$ cat src/hdl/indexed_heap_priority_queue_assert.svh
// assertion macros for the indexed heap priority queue
`ifndef INDEXED_HEAP_PRIORITY_QUEUE_ASSERT_SVH
`define INDEXED_HEAP_PRIORITY_QUEUE_ASSERT_SVH

// same-cycle implication, checked out of reset
`define IHPQ_ASSERT_NOW(label, ante, cons, msg) \
    label: assert property (@(posedge i_clk) disable iff (!i_rst_n) (ante) |-> (cons)) \
        else $error(msg);

// next-cycle implication, checked out of reset
`define IHPQ_ASSERT_NEXT(label, ante, cons, msg) \
    label: assert property (@(posedge i_clk) disable iff (!i_rst_n) (ante) |=> (cons)) \
        else $error(msg);

`endif

$ cat src/hdl/ihpq_ram.sv
// generic single-port-write ram with one registered read port
`default_nettype none
module ihpq_ram #(
    parameter int WIDTH = 8,
    parameter int DEPTH = 64
) (
    input  wire logic                     i_clk,
    input  wire logic                     i_we,
    input  wire logic [$clog2(DEPTH)-1:0] i_waddr,
    input  wire logic [WIDTH-1:0]         i_wdata,
    input  wire logic [$clog2(DEPTH)-1:0] i_raddr,
    output logic      [WIDTH-1:0]         o_rdata
);
    logic [WIDTH-1:0] r_mem [DEPTH];

    always_ff @(posedge i_clk) begin
        if (i_we) begin
            r_mem[i_waddr] <= i_wdata;
        end
        o_rdata <= r_mem[i_raddr];
    end
endmodule
`default_nettype wire
$ cat config.mk
export PLATFORM = sky130hd
export DESIGN_NAME = ihpq_ram
export DESIGN_NICKNAME = d
export VERILOG_FILES = /design/src/hdl/indexed_heap_priority_queue_assert.svh /design/src/hdl/ihpq_ram.sv
export SDC_FILE = /design/constraint.sdc
export NUM_CORES = 1
export LEC_CHECK = 0
export ABC_AREA = 1
export BUFFER_PORTS_ARGS = -buffer_cell sky130_fd_sc_hd__buf_2
export CAP_MARGIN = 10
export CORE_MARGIN = 5
export CORE_UTILIZATION = 25
export DETAILED_ROUTE_END_ITERATION = 7
export PLACE_DENSITY = 0.5
export SLEW_MARGIN = 20
export SYNTH_ARGS = -nofsm -noshare
export SYNTH_HDL_FRONTEND = slang
export SYNTH_SLANG_ARGS = --single-unit
$ cat constraint.sdc
create_clock -name i_clk -period 4 [get_ports i_clk]
set_clock_uncertainty 0.1 [all_clocks]
set_input_delay 0.4 -clock i_clk [delete_from_list [all_inputs] [get_ports i_clk]]
set_output_delay 0.4 -clock i_clk [all_outputs]
set_load 0.03 [all_outputs]
==> run_results.csv, run 1 <==
group,metric,value,unit
outcome,status,"finished clean",
power,p_leak,8.49,nW
synth,avgSynthCellArea,11.8,µm²
layout,utilization,28.6,%
floorplanning,initial_utilization,25.1,%
power,p_comb_share,6.4,%
sta,fin_crit,2290,ps
hold_path,min_path_type,"input pin to register",
synth,yosysSeqAreaShare,72.8,%
power,power_density,476,mW/mm²
sta,fmax,437,MHz
clocking,clk_pin_slew,60,ps
floorplanning,pin_count,30,
worst_setup_path,slowest_stage,"nor2_1",
floorplanning,core,0.0850,mm²
power,clockPowerShare,41.3,%
worst_setup_path,crit_arrival,2400,ps
global_routing,grtUsageMet3,3.62,%
synth,syn-cell-area,0.0213,mm²
global_routing,overflow,0,
placed_design,dp_hpwl,34900,µm
drt,postRouteAntennaNets,0,
global_routing,grt_pass1_vias,13575,
placed_design,portBuffers,29,
worst_setup_path,cp_max_fo,9,
clocking,cts_htree_levels,2,
layout,areaGrowthSynthToFinish,13.8,%
hold_path,min_delay_path_depth,3,
power,p_int,8.94,mW
placed_design,gp_congestion,0.825,
drt,vias_per_cell,4.55,
clocking,clock-root-buffer,"clkbuf_16",
layout,mostFrequentLayoutCell,"nand2_1",
global_routing,grt_max_degree,120,
sta,slew_violations,0,
drt,routed_wl,58600,µm
layout,layout.nets,1857,
worst_setup_path,crit_buf_inv,2,
clocking,cts_buffers,54,
synth,syn_nets,1827,
worst_setup_path,crit_family,"simple AND/OR/NAND/NOR gates",
global_routing,grt_pass1_wl,87000,µm
drt,dr.pass1.iters,5,
global_routing,antenna_found_initial,7,
sta,setup_viol,0,
sta,hold_ws,117,ps
worst_setup_path,worst-path-stages,4,
worst_setup_path,critPathRequiredTime,4110,ps
global_routing,track_usage,12.6,%
global_routing,grt_busiest_layer,"met2",
floorplanning,die_x,302,µm
layout,mostFrequentLayoutCells,"nand2_1 (648), edfxtp_1 (512), nand3_1 (439), nor2_1 (56), buf_4 (55)",
worst_setup_path,endpoint_kind,"register",
clocking,post-cts-setup-buffers,0,
global_routing,grtUsageMet2,19.9,%
worst_setup_path,startpoint_type,"input pin",
sta,slew_headroom,32.6,%
worst_setup_path,crit_chain,"buf_2 -> inv_1 -> nand4_1 -> nor2_1",
floorplanning,fp-row-count,107,
power,swShare,22.7,%
clocking,cts-resized-gates,0,
clocking,cts_sinks,520,
drt,drcViolationCount,0,
synth,synth_warnings,0,
floorplanning,die_h,302,µm
clocking,clockBufferDepth,3,
floorplanning,die_area,0.0913,mm²
power,switchingPower,2.63,mW
synth,synth-seq-cells,520,
clocking,cts_hold_buf,0,
power,peakVddDrop,0.000318,V
global_routing,met1_usage,17.2,%
layout,nFillCells,8777,
worst_setup_path,critPathKind,"input pin to register",
worst_setup_path,slowest_delay,910,ps
run,max-cap-violations,0,
sta,fin_setup_tns,0,ps
sta,worstMarginPinSlew,1010,ps
power,seqPwrFrac,52.3,%
sta,hold_viol_final,0,
synth,synthCells,1805,
worst_setup_path,ff2ff_path_depth,8,
drt,via_count,13756,
synth,synth_cell_types,16,
drt,drt_iter0_drc,1075,
layout,final_layout_size_suffix_gt1_share,8.58,%
clocking,clkLatencyLatePin,620,ps
drt,wire_per_inst,19.4,µm
sta,rsz0062_at_grt,"no",
clocking,cts_tree,"built",
sta,min_period_over_period,57.2,%
-- logic make-up after synthesis --
logic type | synth area share [%]
buffers and inverters | 4.02
flip-flops | 72.8
AND/OR/NAND/NOR | 23.2
-- worst paths after layout --
kind,startpoint,endpoint,slack [ps]
setup reg to reg,r_mem[11][5],o_rdata[5],2370
hold reg to reg,r_mem[28][1],o_rdata[1],730
setup / recovery,i_waddr[2],r_mem[27][2],1710
hold / removal,i_raddr[5],o_rdata[3],120
-- synthesized netlist by cell type, drive strengths merged --
cell | n | area, µm²
inv | 12 | 50.1
buf | 98 | 752
nand3 | 439 | 2200
nor2 | 56 | 210
nand4 | 9 | 56.3
nor4 | 8 | 50.1
dfxtp | 8 | 160
edfxtp | 512 | 15400
nand2 | 648 | 2430
clkbuf | 15 | 56.3
-- per-stage QoR --
| stage | power [mW] | cells | setup slack [ps] | area [µm²] |
|---|---|---|---|---|
| finish | 11.6 | 3025 | 1710 | 24300 |
| detailed placement | 6.90 | 2922 | 1180 | 22600 |
| CTS | 11.7 | 3019 | 1810 | 24300 |
| global route | 12.0 | 3020 | 1670 | 24300 |
| floorplan | 6.60 | 1805 | 1730 | 21300 |
| global placement | 6.90 | 2922 | 1230 | 22600 |
-- power by group through the flow --
stage          clock, mW  sequential, mW  combinational, mW
6_report            4.78            6.05              0.737
5_1_grt             5.09            6.05              0.811
4_1_cts             4.88            6.05              0.739
3_5_place_dp           0            6.16              0.736
3_3_place_gp           0            6.16              0.732
2_1_floorplan          0            6.18              0.424
-- tightest hold or removal path, stage by stage --
cell and delay [ps]:
buf_2 200, nand3_1 120, nand2_1 50
-- state kept, by name, indices dropped and copies added, names as in the netlist --
register / flops
o_rdata: 8
r_mem: 512
-- final cells by class --
cell class              instances  area, µm²  area share, %
inverters                      12       52.6          0.216
repair buffers                 87        657           2.70
diodes                          5       12.5         0.0515
clock buffers                  71       1420           5.83
clock inverters                26        239          0.984
multi-input cells            1160       4950           20.4
flip-flops and latches        520      15500           64.0
well taps                    1144       1430           5.89
-- layer usage --
| metal | wire, µm | vias to the layer above | part of all wire (%) |
|---|---|---|---|
| met5 | 38 | - | 0.065 |
| met4 | 908 | 6 | 1.5 |
| met3 | 4580 | 82 | 7.8 |
| met2 | 26800 | 411 | 46 |
| met1 | 26300 | 6842 | 45 |
| li1 | - | 6415 | - |
(Power assumes the default switching activity.)
==> inputs of run 2 (changes only) <==
--- a/config.mk
+++ b/config.mk
@@ -11,7 +11,7 @@
 export CORE_MARGIN = 5
 export CORE_UTILIZATION = 25
 export DETAILED_ROUTE_END_ITERATION = 7
-export PLACE_DENSITY = 0.5
+export PLACE_DENSITY = 0.51
 export SLEW_MARGIN = 20
 export SYNTH_ARGS = -nofsm -noshare
 export SYNTH_HDL_FRONTEND = slang
==> constraint.sdc (replaced) <==
create_clock -name i_clk -period 2 [get_ports i_clk]
set_clock_uncertainty 0.1 [all_clocks]
set_input_delay 0.2 -clock i_clk [delete_from_list [all_inputs] [get_ports i_clk]]
set_output_delay 0.2 -clock i_clk [all_outputs]
set_load 0.03 [all_outputs]
==> run 2 against run 1 <==
Against the previous run: non-clock buffer count is 76 higher; critical path depth shrank 3; power grew 110%; register-to-register slack got worse by 1800 ps; critical endpoint is now o_rdata[2]; flip-flop and latch count is the same; worst setup slack worse by 1300 ps; cell count is 2.6% higher; worst hold slack worse by 88 ps.
==> run_results.csv, run 2 (synthesis results as in run 1) <==
group,metric,value,unit
outcome,status,"finished clean",
worst_setup_path,cp_max_fo,2,
global_routing,grt_pass1_vias,13812,
sta,fin_crit,1610,ps
worst_setup_path,crit_family,"flip-flops",
placed_design,gp_congestion,0.805,
drt,drt_iter0_drc,1334,
layout,utilization,29.7,%
layout,areaGrowthSynthToFinish,18.5,%
floorplanning,core,0.0850,mm²
floorplanning,die_h,302,µm
sta,worstMarginPinSlew,820,ps
power,clockPowerShare,42.2,%
drt,wire_per_inst,18.8,µm
layout,mostFrequentLayoutCell,"nand2_1",
clocking,cts_tree,"built",
power,p_leak,9.05,nW
worst_setup_path,ff2ff_path_depth,8,
sta,hold_viol_final,0,
sta,min_period_over_period,80.7,%
worst_setup_path,startpoint_type,"register",
sta,fmax,620,MHz
clocking,clockBufferDepth,3,
worst_setup_path,crit_chain,"buf_2",
layout,layout.nets,1935,
worst_setup_path,worst-path-stages,1,
clocking,cts-resized-gates,0,
global_routing,antenna_found_initial,5,
run,max-cap-violations,0,
layout,mostFrequentLayoutCells,"nand2_1 (648), edfxtp_1 (512), nand3_1 (439), buf_4 (101), clkbuf_16 (57)",
worst_setup_path,critPathRequiredTime,1700,ps
global_routing,track_usage,12.5,%
placed_design,portBuffers,29,
clocking,clkLatencyLatePin,610,ps
power,seqPwrFrac,51.0,%
clocking,cts_sinks,520,
global_routing,overflow,0,
layout,fin_cells,3104,
sta,fin_setup_tns,0,ps
layout,nFillCells,8647,
layout,final_layout_size_suffix_gt1_share,12.1,%
floorplanning,initial_utilization,25.1,%
global_routing,grt_pass1_wl,87200,µm
drt,postRouteAntennaNets,0,
worst_setup_path,crit_end,"o_rdata[2]",
drt,routed_wl,58300,µm
drt,vias_per_cell,4.49,
worst_setup_path,r2r-end,"o_rdata[2]",
placed_design,dp.cells,2995,
sta,slew_headroom,45.3,%
sta,rsz0062_at_grt,"no",
drt,drcViolationCount,0,
worst_setup_path,crit_buf_inv,1,
power,p_comb_share,6.8,%
layout,largest_reg_flops,512,
power,swShare,22.6,%
worst_setup_path,slowest_stage,"dfxtp_1",
clocking,cts_buffers,56,
layout,largest-register,"r_mem",
sta,slew_violations,0,
sta,setup_viol,0,
power,switchingPower,5.35,mW
layout,top_regs,"r_mem x512, o_rdata x8",
floorplanning,die_x,302,µm
clocking,cts_htree_levels,2,
power,p_int,18.4,mW
floorplanning,die_area,0.0913,mm²
clocking,clock-root-buffer,"clkbuf_16",
clocking,clk_pin_slew,60,ps
worst_setup_path,slowest_delay,460,ps
drt,dr.pass1.iters,8,
worst_setup_path,endpoint_kind,"output port",
power,peakVddDrop,0.000635,V
power,power,23.7,mW
global_routing,grt_max_degree,65,
sta,hold_ws,28.7,ps
worst_setup_path,critPathKind,"register to output port",
power,power_density,939,mW/mm²
worst_setup_path,crit_arrival,1310,ps
worst_setup_path,worst-r2r-setup-slack,530,ps
worst_setup_path,critical_path.startpoint,"o_rdata[2]",
worst_setup_path,r2r-start,"r_mem[27][2]",
placed_design,dp_hpwl,34700,µm
drt,via_count,13932,
floorplanning,fp-row-count,107,
floorplanning,pin_count,30,
hold_path,min_path_type,"input pin to register",
==> run 2: cell count changes in the layout (fill, tap and decap cells not counted), sizes merged <==
cell,change
buf,+72
bufinv,+1
clkbuf,+1
clkinv,+5
clkinvlp,-1
diode,-4
dlygate4sd3,+4
inv,+1
==> run 2: how the worst min path moves through the flow <==
stage / start / endpoint / slack [ps] / depth (start not counted)
final: i_wdata[2] / r_mem[20][2] / 30 / 2
after global routing: i_wdata[2] / r_mem[20][2] / 20 / 2
after CTS: i_wdata[2] / r_mem[19][2] / 2 / 2
after detailed placement: i_raddr[5] / o_rdata[5] / 490 / 3
after global placement: i_raddr[5] / o_rdata[6] / 500 / 3
after floorplan: i_wdata[0] / r_mem[0][0] / 200 / 0
==> run 2: routing by layer <==
layer	global-route usage (%)	up-vias	wire length, µm
met5	0	-	0
met4	3.27	0	1310
li1	-	6573	-
met1	17.7	6809	26600
met2	19.7	456	26500
met3	2.68	94	3900
==> run 2: cell type report <==
| type | count | area, µm² | share of cell area, % |
|---|---|---|---|
| repair buffers | 163 | 1550 | 6.12 |
| diodes | 1 | 2.50 | 0.00990 |
| multi-input cells | 1160 | 4950 | 19.6 |
| inverters | 12 | 52.6 | 0.208 |
| well taps | 1144 | 1430 | 5.66 |
| clock buffers | 72 | 1480 | 5.86 |
| clock inverters | 32 | 284 | 1.12 |
| flip-flops and latches | 520 | 15500 | 61.4 |
==> run 2: stage by stage <==
| stage | setup slack, ps | instance area (µm²) |
|---|---|---|
| after floorplan | -66.1 | 21300 |
| after global placement | -43.8 | 23500 |
| after detailed placement | -43.4 | 23500 |
| after CTS | 347 | 25300 |
| after global routing | 280 | 25300 |
| final | 387 | 25300 |
==> run 2: repair_timing <==
item,4_1_cts,5_1_grt
setup buffers,0,0
hold endpoints to repair,30,0
hold buffers,4,0
==> run 2: power by group through the flow <==
stage                     logic [mW]  registers, mW  clock network (mW)
after floorplan                0.848           12.4                   0
after global placement          1.60           12.3                   0
after detailed placement        1.61           12.3                   0
after CTS                       1.62           12.1                10.3
after global routing            1.75           12.1                10.7
final                           1.60           12.1                10.0
==> inputs of run 3 (changes only) <==
--- a/config.mk
+++ b/config.mk
@@ -5,7 +5,7 @@
 export SDC_FILE = /design/constraint.sdc
 export NUM_CORES = 1
 export LEC_CHECK = 0
-export ABC_AREA = 1
+export ABC_AREA = 0
 export BUFFER_PORTS_ARGS = -buffer_cell sky130_fd_sc_hd__buf_2
 export CAP_MARGIN = 10
 export CORE_MARGIN = 5
==> constraint.sdc (replaced) <==
create_clock -name i_clk -period 1.4 [get_ports i_clk]
set_clock_uncertainty 0.1 [all_clocks]
set_input_delay 0.14 -clock i_clk [delete_from_list [all_inputs] [get_ports i_clk]]
set_output_delay 0.14 -clock i_clk [all_outputs]
set_load 0.03 [all_outputs]
==> run 3 against run 2 <==
Against the previous run: the run now ends with negative setup slack left; power grew 42%; clock power is 41% higher; core utilization increased by 3.0 points; sequential power is 43% higher; register-to-register slack worse by 1100 ps; via count shrank 28%; worst hold slack gained 53 ps; die area decreased by 5.3%; area after synthesis shrank 5.5%; clock-buffer cell count down 3; first-iteration DRC count down 38%; cell count fell by 27%.
==> run_results.csv, run 3 <==
group,metric,value,unit
synth,synth-edff-count,512,
synth,synthAdderAreaFrac,0,%
sta,slew_violations,0,
worst_setup_path,crit_family,"multiplexers",
sta,slew_headroom,55.7,%
synth,synth_area_leaders,"edfxtp_1 (76%), mux4_2 (14%), nor2_1 (1.5%)",
outcome,status,"finished with violations",
worst_setup_path,cpMostUsedCell,"mux4_2",
worst_setup_path,critPathRequiredTime,1770,ps
sta,hold_viol_final,0,
clocking,clock-root-buffer,"clkbuf_16",
run,max-cap-violations,0,
drt,via_count,10093,
floorplanning,die_area,0.0864,mm²
synth,synthCells,940,
synth,synth-compound-area-share,2.07,%
worst_setup_path,ff2ff_path_depth,5,
global_routing,grt_pass1_wl,74900,µm
drt,postRouteAntennaNets,0,
drt,dr.pass1.iters,4,
global_routing,grt_pass1_vias,10636,
clocking,clockBufferDepth,3,
synth,synthArstFlopShare,0,%
worst_setup_path,worst-path-stages,5,
worst_setup_path,slowest_stage,"mux4_2",
drt,drt_iter0_drc,823,
synth,avgSynthCellArea,21.5,µm²
clocking,cts_sinks,520,
synth,syn-cell-area,0.0202,mm²
synth,yosys-mux-area-fraction,15.9,%
synth,syn_nets,962,
drt,drcViolationCount,0,
layout,top_regs,"r_mem x512, o_rdata x8",
global_routing,grtUsageMet3,1.92,%
power,power_density,1280,mW/mm²
clocking,cts_buffers,53,
drt,vias_per_cell,4.46,
floorplanning,die_x,294,µm
global_routing,grtUsageMet2,18.7,%
worst_setup_path,cp_max_fo,1,
layout,largest-register,"r_mem",
worst_setup_path,r2r-end,"o_rdata[2]",
synth,netlist.top_cell.by_area,"edfxtp_1",
layout,fin_cells,2262,
worst_setup_path,endpoint_kind,"register",
global_routing,grt_busiest_layer,"met2",
placed_design,gp_congestion,0.859,
power,p_leak,8.26,nW
clocking,post-cts-setup-buffers,0,
clocking,cts_htree_levels,2,
layout,areaGrowthSynthToFinish,30.3,%
sta,rsz0062_at_grt,"yes",
placed_design,dp_hpwl,34600,µm
synth,synth-simple-area-share,3.39,%
sta,fmax,514,MHz
global_routing,antenna_found_initial,3,
sta,fin_crit,1940,ps
worst_setup_path,slowest_delay,540,ps
synth,synth_xor_area_share,0,%
worst_setup_path,worst-r2r-setup-slack,-540,ps
worst_setup_path,crit_buf_inv,0,
synth,synth_top_family_by_area,"multiplexers",
synth,synth-seq-cells,520,
clocking,clk_pin_slew,60,ps
worst_setup_path,r2r-start,"r_mem[15][2]",
drt,routed_wl,50900,µm
synth,yosysSeqAreaShare,77.0,%
power,power,33.6,mW
sta,layout_setup_ws,-545,ps
clocking,clkLatencyLatePin,600,ps
sta,setup_viol,9,
sta,min_period_over_period,139,%
layout,largest_reg_flops,512,
floorplanning,core,0.0803,mm²
layout,layout.nets,1179,
hold_path,min_from,"i_waddr[2]",
worst_setup_path,crit_chain,"mux4_2 -> mux4_2 -> nor2_4 -> nor3_2 -> o2bb2ai_1",
placed_design,dp.cells,2153,
sta,worstMarginPinSlew,658,ps
clocking,cts_tree,"built",
hold_path,min_path_type,"input pin to register",
worst_setup_path,crit_arrival,2310,ps
layout,nFillCells,7566,
synth,synth_warnings,0,
power,peakVddDrop,0.000825,V
global_routing,met1_usage,16.9,%
floorplanning,fp-row-count,104,
synth,yosys-top-cells-count,"edfxtp_1 (512), mux4_2 (126), nor2_1 (83)",
hold_path,holdPathEnd,"r_mem[34][1]",
floorplanning,initial_utilization,25.1,%
worst_setup_path,startpoint_type,"register",
outcome,violations,"negative setup slack",
synth,synthFlopType,"edfxtp_1",
floorplanning,die_h,294,µm
synth,synth_top_area_share,76.2,%
synth,synth_most_common_cell,"edfxtp_1",
drt,wire_per_inst,22.5,µm
hold_path,min_delay_path_depth,4,
layout,mostFrequentLayoutCell,"edfxtp_1",
global_routing,overflow,0,
synth,synth_cell_types,40,
floorplanning,pin_count,30,
worst_setup_path,critPathKind,"register to register",
placed_design,portBuffers,29,
layout,final_layout_size_suffix_gt1_share,43.8,%
layout,antenna_cells,0,
global_routing,track_usage,11.8,%
global_routing,grt_max_degree,65,
layout,mostFrequentLayoutCells,"edfxtp_1 (512), mux4_2 (126), buf_4 (99), buf_12 (80), nor2_4 (58)",
[run 3: cell types whose count changed after synthesis, sizes merged, moves of 12 or more]
cell	delta
mux2i	+23
nor2b	+14
nand2	-629
inv	-12
nand3	-426
mux4	+126
mux2	+13
buf	-64
nor2	+27
[run 3: final cells by class]
| cell class | count | area [µm²] | share of cell area [%] |
|---|---|---|---|
| sequential | 520 | 15600 | 59.2 |
| multi-input combinational | 369 | 5060 | 19.3 |
| timing repair buffer | 213 | 2610 | 9.92 |
| clock buffer | 69 | 1470 | 5.59 |
| tap | 1060 | 1330 | 5.05 |
| clock inverter | 31 | 267 | 1.01 |
[run 3: kinds of logic (layout without fill, tap and decap cells)]
kind of cell	count (synthesis)	count (layout)
flops	520	520
mux	162	162
simple gates	153	153
compound gates	54	54
buf+inv	51	313
[run 3: layer usage]
metal / part of all wire, % / up-vias
met4: 2.0 / 2
met5: 0.026 / -
met3: 4.8 / 64
met1: 46 / 5409
met2: 47 / 229
li1: - / 4389
[run 3: worst reg2reg max path, cell delays in order, from the launching register on]
cell and delay [ps]:
edfxtp_1 370, mux4_2 530, mux4_2 540, nor2_4 140
nor3_2 50, o2bb2ai_1 120
[run 3: worst max-delay path by stage]
stage	from	to	slack (ps)
final	r_mem[15][2]	o_rdata[2]	-540
after global placement	i_raddr[0]	o_rdata[3]	-1230
after detailed placement	i_raddr[0]	o_rdata[3]	-1200
after global routing	r_mem[15][2]	o_rdata[2]	-580
after CTS	r_mem[15][2]	o_rdata[2]	-550
after floorplan	i_raddr[0]	o_rdata[7]	-390
[run 3: what timing repair did]
item	4_1_cts	5_1_grt
gates resized for setup	49	6
hold buffers	9	0
pin swaps	6	3
endpoints found under the setup margin	16	12
endpoints found under the hold margin	377	0
[run 3: per-stage QoR]
stage / utilization, % / instance area [µm²] / hold WS (ps) / setup slack [ps] / setup TNS (ps)
floorplan: - / 20900 / 139 / -388 / -39340
global placement: 30.2 / 24200 / 512 / -1230 / -74520
detailed placement: 30.2 / 24200 / 513 / -1200 / -73900
CTS: 32.7 / 26200 / 60.7 / -546 / -4100
global route: 32.7 / 26300 / 87.5 / -576 / -4440
finish: 32.7 / 26300 / 81.3 / -545 / -4080
[run 3: report_power, final]
| part | internal, mW | total [mW] | switching, mW |
|---|---|---|---|
| Clock | 8.14 | 14.1 | 5.94 |
| Combinational | 0.985 | 2.25 | 1.27 |
| Sequential | 17.2 | 17.3 | 0.0776 |
